## src/msq_pkg.sv

```systemverilog
// ---------------------------------------------------------------------------
// msq_pkg
// Shared constants and types of the magic square checker.
// ---------------------------------------------------------------------------
package msq_pkg;

	localparam int MAX_SIZE  = 16;
	localparam int IDX_W     = (MAX_SIZE > 1) ? $clog2(MAX_SIZE) : 1;
	localparam int SIDE_W    = $clog2(MAX_SIZE + 1);
	localparam int SIZE_W    = 5;
	localparam int CMP_W     = (SIZE_W > SIDE_W) ? SIZE_W : SIDE_W;
	localparam int ELEM_W    = 16;
	localparam int SUM_W     = 21;
	localparam int OUT_SUM_W = 20;

	localparam logic [SIZE_W-1:0] SIZE_RESET = SIZE_W'(3);

	localparam int PADDR_W   = 3;
	localparam int PDATA_W   = 32;
	localparam int REG_IDX_W = PADDR_W - 2;
	localparam logic [REG_IDX_W-1:0] REG_MATRIX_SIZE = REG_IDX_W'(0);

	localparam int Q_DEPTH = 2;
	localparam int QPTR_W  = 1;
	localparam int QCNT_W  = 2;

	typedef struct packed {
		logic first_row;
		logic last_row;
		logic first_col;
		logic last_col;
		logic on_main;
		logic on_anti;
	} pos_t;

	typedef struct packed {
		logic [ELEM_W-1:0] element;
		logic [IDX_W-1:0]  col;
		pos_t              pos;
	} entry_t;

endpackage

```

## src/msq_if.sv

```systemverilog
// ---------------------------------------------------------------------------
// msq_if
// Valid/ready channels for matrix elements and check results.
// ---------------------------------------------------------------------------
interface msq_elem_if;
	logic                                valid;
	logic                                ready;
	logic signed [msq_pkg::ELEM_W-1:0]   element;

	modport source (output valid, output element, input ready);
	modport sink (input valid, input element, output ready);
endinterface

interface msq_result_if;
	logic                                 valid;
	logic                                 ready;
	logic                                 is_magic;
	logic signed [msq_pkg::OUT_SUM_W-1:0] magic_sum;

	modport source (output valid, output is_magic, output magic_sum, input ready);
	modport sink (input valid, input is_magic, input magic_sum, output ready);
endinterface

```

## src/msq_front.sv

```systemverilog
// ---------------------------------------------------------------------------
// msq_front
// Holds the side length, tracks the position of each accepted element and
// tags it with its row, column and diagonal roles.
// ---------------------------------------------------------------------------
module msq_front (
	input  logic                              clk,
	input  logic                              arst_n,
	input  logic                              cfg_wr,
	input  logic [msq_pkg::SIZE_W-1:0]        cfg_data,
	output logic [msq_pkg::SIZE_W-1:0]        matrix_size,
	msq_elem_if.sink                          elements,
	input  logic                              q_full,
	output logic                              push,
	output msq_pkg::entry_t                   push_entry
);

	logic [msq_pkg::SIZE_W-1:0] size_q;
	logic [msq_pkg::IDX_W-1:0]  row_q;
	logic [msq_pkg::IDX_W-1:0]  col_q;
	logic [msq_pkg::SIDE_W-1:0] side;
	logic [msq_pkg::IDX_W-1:0]  last;
	msq_pkg::pos_t              pos;

	always_comb begin
		priority if (size_q == '0) begin
			side = msq_pkg::SIDE_W'(1);
		end else if (msq_pkg::CMP_W'(size_q) > msq_pkg::CMP_W'(msq_pkg::MAX_SIZE)) begin
			side = msq_pkg::SIDE_W'(msq_pkg::MAX_SIZE);
		end else begin
			side = msq_pkg::SIDE_W'(size_q);
		end
	end

	assign last = msq_pkg::IDX_W'(side - msq_pkg::SIDE_W'(1));

	always_comb begin
		pos.first_row = (row_q == '0);
		pos.last_row  = (row_q == last);
		pos.first_col = (col_q == '0);
		pos.last_col  = (col_q == last);
		pos.on_main   = (row_q == col_q);
		pos.on_anti   = ({1'b0, row_q} + {1'b0, col_q}) == {1'b0, last};
	end

	assign elements.ready     = !q_full;
	assign push               = elements.valid && elements.ready;
	assign push_entry.element = elements.element;
	assign push_entry.col     = col_q;
	assign push_entry.pos     = pos;
	assign matrix_size        = size_q;

	always_ff @(posedge clk or negedge arst_n) begin
		if (!arst_n) begin
			size_q <= msq_pkg::SIZE_RESET;
			row_q  <= '0;
			col_q  <= '0;
		end else if (cfg_wr) begin
			size_q <= cfg_data;
			row_q  <= '0;
			col_q  <= '0;
		end else if (push) begin
			if (pos.last_col) begin
				col_q <= '0;
				row_q <= pos.last_row ? '0 : row_q + msq_pkg::IDX_W'(1);
			end else begin
				col_q <= col_q + msq_pkg::IDX_W'(1);
			end
		end
	end

endmodule

```

## src/msq_queue.sv

```systemverilog
// ---------------------------------------------------------------------------
// msq_queue
// Two-entry queue of tagged elements between front and back.
// ---------------------------------------------------------------------------
module msq_queue (
	input  logic            clk,
	input  logic            arst_n,
	input  logic            push,
	input  msq_pkg::entry_t push_entry,
	output logic            full,
	input  logic            pop,
	output logic            valid,
	output msq_pkg::entry_t head
);

	msq_pkg::entry_t             mem_q [msq_pkg::Q_DEPTH];
	logic [msq_pkg::QPTR_W-1:0]  wr_q;
	logic [msq_pkg::QPTR_W-1:0]  rd_q;
	logic [msq_pkg::QCNT_W-1:0]  cnt_q;

	assign full  = (cnt_q == msq_pkg::QCNT_W'(msq_pkg::Q_DEPTH));
	assign valid = (cnt_q != '0);
	assign head  = mem_q[rd_q];

	always_ff @(posedge clk) begin
		if (push) begin
			mem_q[wr_q] <= push_entry;
		end
	end

	always_ff @(posedge clk or negedge arst_n) begin
		if (!arst_n) begin
			wr_q  <= '0;
			rd_q  <= '0;
			cnt_q <= '0;
		end else begin
			if (push) begin
				wr_q <= wr_q + msq_pkg::QPTR_W'(1);
			end
			if (pop) begin
				rd_q <= rd_q + msq_pkg::QPTR_W'(1);
			end
			unique case ({push, pop})
				2'b10:   cnt_q <= cnt_q + msq_pkg::QCNT_W'(1);
				2'b01:   cnt_q <= cnt_q - msq_pkg::QCNT_W'(1);
				default: cnt_q <= cnt_q;
			endcase
		end
	end

endmodule

```

## src/msq_back.sv

```systemverilog
// ---------------------------------------------------------------------------
// msq_back
// Accumulates row, column and diagonal sums, checks each completed line
// against the first row's sum and registers the result of each matrix.
// ---------------------------------------------------------------------------
module msq_back (
	input  logic            clk,
	input  logic            arst_n,
	input  logic            q_valid,
	input  msq_pkg::entry_t head,
	output logic            pop,
	msq_result_if.source    results
);

	logic signed [msq_pkg::SUM_W-1:0] row_q;
	logic signed [msq_pkg::SUM_W-1:0] ref_q;
	logic signed [msq_pkg::SUM_W-1:0] main_q;
	logic signed [msq_pkg::SUM_W-1:0] anti_q;
	logic signed [msq_pkg::SUM_W-1:0] col_sum_q [msq_pkg::MAX_SIZE];
	logic                             mismatch_q;

	logic                             valid_q;
	logic                             is_magic_q;
	logic signed [msq_pkg::OUT_SUM_W-1:0] magic_sum_q;

	logic signed [msq_pkg::SUM_W-1:0] v;
	logic signed [msq_pkg::SUM_W-1:0] v_main;
	logic signed [msq_pkg::SUM_W-1:0] v_anti;
	logic signed [msq_pkg::SUM_W-1:0] row_new;
	logic signed [msq_pkg::SUM_W-1:0] col_new;
	logic signed [msq_pkg::SUM_W-1:0] main_new;
	logic signed [msq_pkg::SUM_W-1:0] anti_new;
	logic signed [msq_pkg::SUM_W-1:0] ref_new;
	logic                             first_elem;
	logic                             final_elem;
	logic                             bad;

	assign v = {{(msq_pkg::SUM_W - msq_pkg::ELEM_W){head.element[msq_pkg::ELEM_W-1]}},
		head.element};
	assign v_main = head.pos.on_main ? v : '0;
	assign v_anti = head.pos.on_anti ? v : '0;

	assign first_elem = head.pos.first_row && head.pos.first_col;
	assign final_elem = head.pos.last_row && head.pos.last_col;

	assign row_new  = head.pos.first_col ? v : row_q + v;
	assign col_new  = head.pos.first_row ? v : col_sum_q[head.col] + v;
	assign main_new = first_elem ? v_main : main_q + v_main;
	assign anti_new = first_elem ? v_anti : anti_q + v_anti;
	assign ref_new  = (head.pos.first_row && head.pos.last_col) ? row_new : ref_q;

	always_comb begin
		bad = first_elem ? 1'b0 : mismatch_q;
		if (head.pos.last_col && !head.pos.first_row && row_new != ref_q) begin
			bad = 1'b1;
		end
		if (head.pos.last_row && col_new != ref_new) begin
			bad = 1'b1;
		end
		if (final_elem && (main_new != ref_new || anti_new != ref_new)) begin
			bad = 1'b1;
		end
	end

	assign pop = q_valid && (!final_elem || !valid_q || results.ready);

	always_ff @(posedge clk) begin
		if (pop) begin
			row_q              <= row_new;
			ref_q              <= ref_new;
			main_q             <= main_new;
			anti_q             <= anti_new;
			mismatch_q         <= bad;
			col_sum_q[head.col] <= col_new;
			if (final_elem) begin
				is_magic_q  <= !bad;
				magic_sum_q <= ref_new[msq_pkg::OUT_SUM_W-1:0];
			end
		end
	end

	always_ff @(posedge clk or negedge arst_n) begin
		if (!arst_n) begin
			valid_q <= 1'b0;
		end else if (pop && final_elem) begin
			valid_q <= 1'b1;
		end else if (results.ready) begin
			valid_q <= 1'b0;
		end
	end

	assign results.valid     = valid_q;
	assign results.is_magic  = is_magic_q;
	assign results.magic_sum = magic_sum_q;

endmodule

```

## src/magic_square_check.sv

```systemverilog
// ---------------------------------------------------------------------------
// magic_square_check
// Streams an n by n signed matrix in row-major order and reports whether it
// is a magic square, together with the first row's sum.
// ---------------------------------------------------------------------------
// Elements are accepted one per cycle while the queue has room. Each element
// is tagged with its position by the front end, passes a two-entry queue and
// is folded into the row, column and diagonal sums by the back end; that
// accumulate step sets the rate of one element per clock. The result of a
// matrix is registered when its last element leaves the queue and waits in
// an output register while the next matrix streams in. Writing matrix_size
// (register 0, byte address 0) restarts the scan; sizes of 0 act as 1 and
// sizes above 16 act as 16. No clearing pass is needed after reset.
module magic_square_check (
	input  logic                          clk,
	input  logic                          arst_n,
	input  logic                          psel,
	input  logic                          penable,
	input  logic                          pwrite,
	input  logic [msq_pkg::PADDR_W-1:0]   paddr,
	input  logic [msq_pkg::PDATA_W-1:0]   pwdata,
	output logic [msq_pkg::PDATA_W-1:0]   prdata,
	output logic                          pready,
	msq_elem_if.sink                      elements,
	msq_result_if.source                  results
);

	logic                              reg_hit;
	logic                              cfg_wr;
	logic [msq_pkg::SIZE_W-1:0]        matrix_size;
	logic                              q_full;
	logic                              q_valid;
	logic                              push;
	logic                              pop;
	msq_pkg::entry_t                   push_entry;
	msq_pkg::entry_t                   head;

	assign pready  = 1'b1;
	assign reg_hit = (paddr[msq_pkg::PADDR_W-1:2] == msq_pkg::REG_MATRIX_SIZE);
	assign cfg_wr  = psel && penable && pwrite && pready && reg_hit;
	assign prdata  = reg_hit ? msq_pkg::PDATA_W'(matrix_size) : '0;

	msq_front u_front (
		.clk         (clk),
		.arst_n      (arst_n),
		.cfg_wr      (cfg_wr),
		.cfg_data    (pwdata[msq_pkg::SIZE_W-1:0]),
		.matrix_size (matrix_size),
		.elements    (elements),
		.q_full      (q_full),
		.push        (push),
		.push_entry  (push_entry)
	);

	msq_queue u_queue (
		.clk        (clk),
		.arst_n     (arst_n),
		.push       (push),
		.push_entry (push_entry),
		.full       (q_full),
		.pop        (pop),
		.valid      (q_valid),
		.head       (head)
	);

	msq_back u_back (
		.clk     (clk),
		.arst_n  (arst_n),
		.q_valid (q_valid),
		.head    (head),
		.pop     (pop),
		.results (results)
	);

`ifndef NO_ASSERTIONS
	a_result_from_last: assert property (@(posedge clk) disable iff (!arst_n)
		$rose(results.valid) |-> $past(pop && head.pos.last_row && head.pos.last_col))
		else $error("result raised without a completing element");

	a_pop_has_room: assert property (@(posedge clk) disable iff (!arst_n)
		pop && head.pos.last_row && head.pos.last_col |-> (!results.valid || results.ready))
		else $error("element retired while result register blocked");

	a_pop_needs_entry: assert property (@(posedge clk) disable iff (!arst_n)
		pop |-> q_valid)
		else $error("queue popped while empty");
`endif

endmodule
```

## src/flat_wrapper.sv

```systemverilog
// flat-port wrapper written by rule: the top's interface ports become plain ports
module magic_square_check_flat 
  (clk, arst_n, psel, penable, pwrite, paddr, pwdata, prdata, pready, elements_valid, elements_element, elements_ready, results_valid, results_is_magic, results_magic_sum, results_ready);
  msq_elem_if elements_i ();
  msq_result_if results_i ();
  input  logic clk;
  input  logic arst_n;
  input  logic psel;
  input  logic penable;
  input  logic pwrite;
  input  logic [msq_pkg::PADDR_W-1:0] paddr;
  input  logic [msq_pkg::PDATA_W-1:0] pwdata;
  output logic [msq_pkg::PDATA_W-1:0] prdata;
  output logic pready;
  input wire logic [$bits(elements_i.valid)-1:0] elements_valid;
  input wire logic [$bits(elements_i.element)-1:0] elements_element;
  output wire logic [$bits(elements_i.ready)-1:0] elements_ready;
  output wire logic [$bits(results_i.valid)-1:0] results_valid;
  output wire logic [$bits(results_i.is_magic)-1:0] results_is_magic;
  output wire logic [$bits(results_i.magic_sum)-1:0] results_magic_sum;
  input wire logic [$bits(results_i.ready)-1:0] results_ready;
  assign elements_i.valid = elements_valid;
  assign elements_i.element = elements_element;
  assign elements_ready = elements_i.ready;
  assign results_valid = results_i.valid;
  assign results_is_magic = results_i.is_magic;
  assign results_magic_sum = results_i.magic_sum;
  assign results_i.ready = results_ready;
  magic_square_check u_core (.clk(clk), .arst_n(arst_n), .psel(psel), .penable(penable), .pwrite(pwrite), .paddr(paddr), .pwdata(pwdata), .prdata(prdata), .pready(pready), .elements(elements_i), .results(results_i));
endmodule
```

## config.mk

```make
export PLATFORM = sky130hd
export DESIGN_NAME = magic_square_check_flat
export DESIGN_NICKNAME = d
export VERILOG_FILES = /design/src/msq_pkg.sv /design/src/msq_if.sv /design/src/msq_front.sv /design/src/msq_queue.sv /design/src/msq_back.sv /design/src/magic_square_check.sv /design/src/flat_wrapper.sv
export SDC_FILE = /design/constraint.sdc
export NUM_CORES = 1
export LEC_CHECK = 0
export ABC_AREA = 1
export BUFFER_PORTS_ARGS = -buffer_cell sky130_fd_sc_hd__buf_2
export CORE_AREA = 2 2 240 242
export DETAILED_ROUTE_END_ITERATION = 6
export DIE_AREA = 0 0 242 244
export GPL_TIMING_DRIVEN = 0
export PLACE_DENSITY = 0.66
export SLEW_MARGIN = 20
export SYNTH_ARGS = -nofsm -noshare
export SYNTH_HDL_FRONTEND = slang
export SYNTH_SLANG_ARGS = --single-unit
```

## constraint.sdc

```tcl
create_clock -name clk -period 7.8 [get_ports clk]
set_clock_uncertainty 0.15 [all_clocks]
set_input_delay 0.39 -clock clk [delete_from_list [all_inputs] [get_ports clk]]
set_output_delay 0.39 -clock clk [all_outputs]
set_load 0.01 [all_outputs]
```

==> results of run 1 <==
[per-layer routing]
metal | global-route usage | part of all wire | vias up
met5 | 0 | 0 | -
met4 | 0.0891 | 0.028 | 0
met3 | 0.0399 | 0.092 | 160
met2 | 0.467 | 0.44 | 1201
met1 | 0.428 | 0.44 | 11100
li1 | - | - | 10800
[final cells by class]
type                       instances  share of cell area
inverter                         365              0.0431
clock buffer                      65              0.0440
sequential                       512               0.476
tap                              756              0.0295
multi-input combinational       2117               0.342
clock inverter                    35              0.0138
timing repair buffer             102              0.0320
buffer                           110              0.0200
[Yosys cell counts (18+ instances only)]
library cell / count / share of area
nor3_1: 138 / 0.025
buf_4: 33 / 0.0088
clkbuf_1: 51 / 0.0068
ha_1: 91 / 0.041
edfxtp_1: 494 / 0.53
xnor2_1: 21 / 0.0066
o21ai_0: 82 / 0.015
nand4_1: 32 / 0.0071
a21oi_1: 72 / 0.013
inv_1: 347 / 0.046
nor2_1: 289 / 0.039
nand2_1: 829 / 0.11
o21ai_1: 19 / 0.0034
o21ai_2: 18 / 0.0056
nand3_1: 229 / 0.041
a221oi_1: 19 / 0.0059
xor2_1: 32 / 0.010
o221ai_1: 38 / 0.012
o22ai_1: 63 / 0.014
nand3b_1: 27 / 0.0072
[registers in the layout, summed over array words and instances (netlist names)]
register / cells
u_core.u_back.results.valid: 1
u_core.u_back.ref_q: 21
u_core.u_front.col_q: 4
u_core.u_back.col_sum_q: 336
u_core.u_back.row_q: 21
u_core.u_front.matrix_size: 5
u_core.u_back.main_q: 21
u_core.u_back.anti_q: 21
u_core.u_back.results.magic_sum: 20
u_core.u_front.row_q: 4
u_core.u_back.results.is_magic: 1
u_core.u_queue.mem_q: 52
u_core.u_queue.rd_q: 1
u_core.u_queue.wr_q: 1
u_core.u_queue.cnt_q: 2
u_core.u_back.mismatch_q: 1
[final timing paths]
path | startpoint | end | slack [ns] | cells past startpoint
worst min register to register | u_core.u_queue.cnt_q[1] | u_core.u_queue.cnt_q[1] | 0.35 | 1
min in group clk | elements_valid | u_core.u_queue.wr_q | 0.22 | 5
worst max register to register | u_core.u_queue.rd_q | u_core.u_back.results.is_magic | 0.66 | 31
worst max-delay path | u_core.u_queue.rd_q | u_core.u_back.results.is_magic | 0.66 | 31
max in group asynchronous | arst_n | u_core.u_front.matrix_size[0] | 7.08 | 2
worst min-delay path | arst_n | u_core.u_queue.cnt_q[1] | 0.09 | 2
[through the flow]
stage               area (sq um)  cells  utilization
CTS                        32100   4062        0.572
finish                     32100   4062        0.572
floorplan                  28100   3104            -
detailed placement         30000   3939        0.534
global route               32100   4062        0.572
global placement           29300   3916        0.522
[critical path, delay by kind of cell (launching register included)]
kind / cells / cell delay [ns]
AOI/OAI and AO/OA: 3 / 1.03
adders and majority gates: 2 / 0.80
DFF: 1 / 0.43
buffers and inverters: 6 / 2.03
and+or+nand+nor: 20 / 2.39
[logic make-up (layout without fill, tap and decap cells)]
group,Yosys count,after routing,share of synthesized area
adder cells (fa/ha/maj),96,96,0.0442
XOR/XNOR,53,53,0.0166
buffers and inverters,475,677,0.0721
AO/OA/AOI/OAI,330,330,0.0746
other,2,28,0.000268
AND/OR/NAND/NOR,1610,1610,0.247
flip-flops,512,512,0.546
==> impl_metrics.tcl, run 1 <==
set metrics [dict create \
    synth_edf_count 494 \
    via_per_inst 5.73 \
    gp_congestion 0.996 \
    cts.clk_slew.worst_paths_ns 0.06 \
    regArea_sq_um 15300 \
    slew_headroom 0.279 \
    cp.arrival_ns 7.32 \
    die_h_um 244 \
    path_common_cell "nand2_1" \
    hold_viol_final 0 \
    worst_pin_slew_ns 1.08 \
    place_ws_ns 0.930 \
    layout_common_cells "nand2_1, edfxtp_1, inv_1" \
    grt_max_degree 66 \
    synth_cells 3078 \
    antenna_found_initial 0 \
    synth_cell_types 48 \
    vias 23300 \
    ys_ff_latch 512 \
    n_antenna_cell 0 \
    cts_resized 0 \
    yosysWarningCount 0 \
    setup_ws_ns 0.661 \
    yosysSeqAreaShare 0.546 \
    slowest_delay_ns 0.61 \
    cts_sinks 512 \
    startpoint_type "register" \
    fin_crit_sh 0.915 \
    hp-class "in -> async" \
    core-area_sq_um 56200 \
    track_usage 0.296 \
    fill_cells 4971 \
    path_max_fanout 17 \
    ctsHoldBuffers 23 \
    grt_pass1_vias 22100 \
    crit_path_top_delay_cell "clkbuf_1" \
    status "finished, final reports clean" \
    drv_slew 0 \
    routedWlPerCell_um 21.7 \
    routed_wl_mm 88.2 \
    port_buffers 56 \
    fmax_mhz 140 \
    ys_async_sr_fraction 0.0352 \
    synthesis.area_sq_um 28000 \
    critical_path_class "reg -> reg" \
    fp.dieW_um 242 \
    ant_nets 0 \
    multi_input_area_sq_um 11000 \
    grt_pass1_wl_mm 132 \
    dp_hpwl_mm 65.0 \
    rsz0062_at_grt "no" \
    grt_overflow 0 \
    synth.avg_cell_area_sq_um 9.10 \
    htreeDepth 2 \
    dieArea_sq_um 59000 \
    layout_commonest_cell "nand2_1" \
    worstSkewPairLatency_ns 0.64 \
    cap_viol_max_count 0 \
    clockBufferDepth 3 \
    io_pins 114 \
    setup_viol 0 \
    fin_tns_setup_ns 0 \
    rows 87 \
    design.final.nets 3415 \
    layout-drive-gt1-share 0.102 \
    drtIter0Drc 2825 \
    end_kind "register" \
    worstPathRequired_ns 7.98 \
    cts_tree "built" \
    syn2layout_area_growth_pct 14.6 \
    dr.pass1.iters 6 \
    synth-main-ff-cell "edfxtp_1" \
    cts_setup_buffers 0 \
    root_buffer "clkbuf_16" \
    whs_ns 0.0913 \
    cts_made_buffers 53 \
    fin_crit_ns 7.14 \
    drc 0 \
    start_util 0.499 \
]
Power of run 1 is left out: the tool's default activity adds up to more than one toggle a clock period on the data nets, which glitch-free logic cannot reach.
==> run 2: changes to the inputs <==
--- a/config.mk
+++ b/config.mk
@@ -7,11 +7,11 @@
 export LEC_CHECK = 0
 export ABC_AREA = 1
 export BUFFER_PORTS_ARGS = -buffer_cell sky130_fd_sc_hd__buf_2
-export CORE_AREA = 2 2 240 242
+export CORE_AREA = 2 2 211 213
 export DETAILED_ROUTE_END_ITERATION = 6
-export DIE_AREA = 0 0 242 244
+export DIE_AREA = 0 0 213 215
 export GPL_TIMING_DRIVEN = 0
-export PLACE_DENSITY = 0.66
+export PLACE_DENSITY = 0.83
 export SLEW_MARGIN = 20
 export SYNTH_ARGS = -nofsm -noshare
 export SYNTH_HDL_FRONTEND = slang
==> run 2 against run 1 <==
Net effect:
- the flow now finishes with violations (design-rule violations)
- worst setup slack worse by 0.20 ns
- non-clock buffer count is 3 lower
- critical path depth is 4 lower
- core utilization is 15 points higher
- maximum frequency is 2.8% lower
==> impl_metrics.tcl, run 2 (synthesis gave the netlist of run 1 again) <==
set metrics [dict create \
    status "finished with violations" \
    violations "design-rule violations" \
    fp.dieW_um 213 \
    cp.arrival_ns 7.61 \
    layout_common_cells "nand2_1, edfxtp_1, inv_1" \
    critical_path_class "reg -> reg" \
    grt_pass1_vias 23500 \
    highest_layer "met5" \
    worstSkewPairLatency_ns 0.66 \
    core-area_sq_um 43600 \
    grt_pass1_wl_mm 135 \
    rr_endpoint "u_core.u_back.results.is_magic" \
    track_usage 0.394 \
    ant_nets 0 \
    syn2layout_area_growth_pct 12.7 \
    placedCellCount 3772 \
    place_ws_ns 1.00 \
    fmax_mhz 136 \
    dp_hpwl_mm 63.4 \
    m1WireLength_mm 33.6 \
    setup_viol 0 \
    cts_sinks 512 \
    routed_wl_mm 89.5 \
    cts_made_buffers 51 \
    port_buffers 56 \
    layout-drive-gt1-share 0.0962 \
    fill_cells 3137 \
    fin_crit_ns 7.34 \
    top_register "u_core.u_back.col_sum_q" \
    design.final.nets 3410 \
    drtIter0Drc 3729 \
    vias 24500 \
    antenna_found_initial 1 \
    rows 77 \
    n_antenna_cell 0 \
    dieArea_sq_um 45800 \
    die_h_um 215 \
    fin_crit_sh 0.941 \
    worst_pin_slew_ns 1.18 \
    cts_setup_buffers 0 \
    cts.clk_slew.worst_paths_ns 0.06 \
    setup_ws_ns 0.459 \
    hp-class "in -> async" \
    slew_headroom 0.215 \
    r2r_start "u_core.u_queue.rd_q" \
    cap_viol_max_count 0 \
    reg2reg_slack_ns 0.46 \
    start_util 0.642 \
    path_max_fanout 17 \
    htreeDepth 2 \
    layout_commonest_cell "nand2_1" \
    cts_tree "built" \
    fin_tns_setup_ns 0 \
    dr.pass1.iters 7 \
    rsz0062_at_grt "no" \
    startpoint_type "register" \
    final_cells 3887 \
    routedWlPerCell_um 23.0 \
    crit_path_top_delay_cell "buf_1" \
    largest_register_ffs 336 \
    drv_slew 0 \
    slowest_delay_ns 0.91 \
    hold_viol_final 0 \
    clockBufferDepth 3 \
    top_regs "u_core.u_back.col_sum_q: 336 flops, u_core.u_queue.mem_q: 52 flops" \
    via_per_inst 6.29 \
    root_buffer "clkbuf_16" \
    wl_met3_mm 12.3 \
    io_pins 114 \
    wl_met2_mm 39.3 \
    grt_max_degree 73 \
    grt_overflow 0 \
    r2r_cells 27 \
    worstPathRequired_ns 8.07 \
    drc 4 \
    gp_congestion 0.969 \
    path_common_cell "nand2_1" \
    end_kind "register" \
]
-- run 2: cell types whose count changed in the layout (fill, tap and decap cells not counted), sizes merged --
| cell | delta |
|---|---|
| clkinv | -2 |
| buf | -3 |
| inv | -1 |
| bufinv | -6 |
| clkbuf | +1 |
-- run 2: layer usage --
layer,track usage,up-vias
li1,-,10800
met5,0,-
met3,0.0976,358
met2,0.598,1893
met1,0.542,11400
met4,0.170,2
-- run 2: what timing repair did --
item | 4_1_cts | 5_1_grt
resized for setup | 0 | 0
hold buffers | 23 | 0
endpoints found under the hold margin | 56 | 0
-- run 2: area by class of cell --
class,instances,area [sq um],share of cell area
flip-flops and latches,512,15300,0.484
multi-input cells,2117,11000,0.347
inverters,365,1380,0.0438
clock buffers,66,1330,0.0422
repair buffers,99,960,0.0304
well taps,592,741,0.0235
plain buffers,110,642,0.0203
clock inverters,26,278,0.00880
-- run 2: worst max-delay path, delay by kind of cell (launching register included) --
kind	cells	cell delay (ns)
buf+inv	5	1.83
simple gates	17	2.52
flops	1	0.44
fa+ha+maj	1	0.40
compound gates	4	1.76
-- run 2: stage by stage --
stage                     utilization  hold slack, ns  area [sq um]
after global routing            0.724           0.137         31600
after floorplan                     -         -0.0556         28100
final                           0.724          0.0925         31600
after detailed placement        0.681           0.188         29700
after CTS                       0.724          0.0526         31600
after global placement          0.667           0.185         29100
-- run 2: how the worst max path moves through the flow --
stage / slack, ns / start / end
floorplan: 2.85 / u_core.u_queue.rd_q / u_core.u_back.mismatch_q
global placement: 0.29 / u_core.u_queue.rd_q / u_core.u_back.col_sum_q[8][18]
detailed placement: 1.00 / u_core.u_queue.rd_q / u_core.u_back.results.is_magic
CTS: 0.84 / u_core.u_queue.rd_q / u_core.u_back.results.is_magic
global route: 0.28 / u_core.u_queue.rd_q / u_core.u_back.results.is_magic
finish: 0.46 / u_core.u_queue.rd_q / u_core.u_back.results.is_magic
Power of run 2 is left out for the same reason.
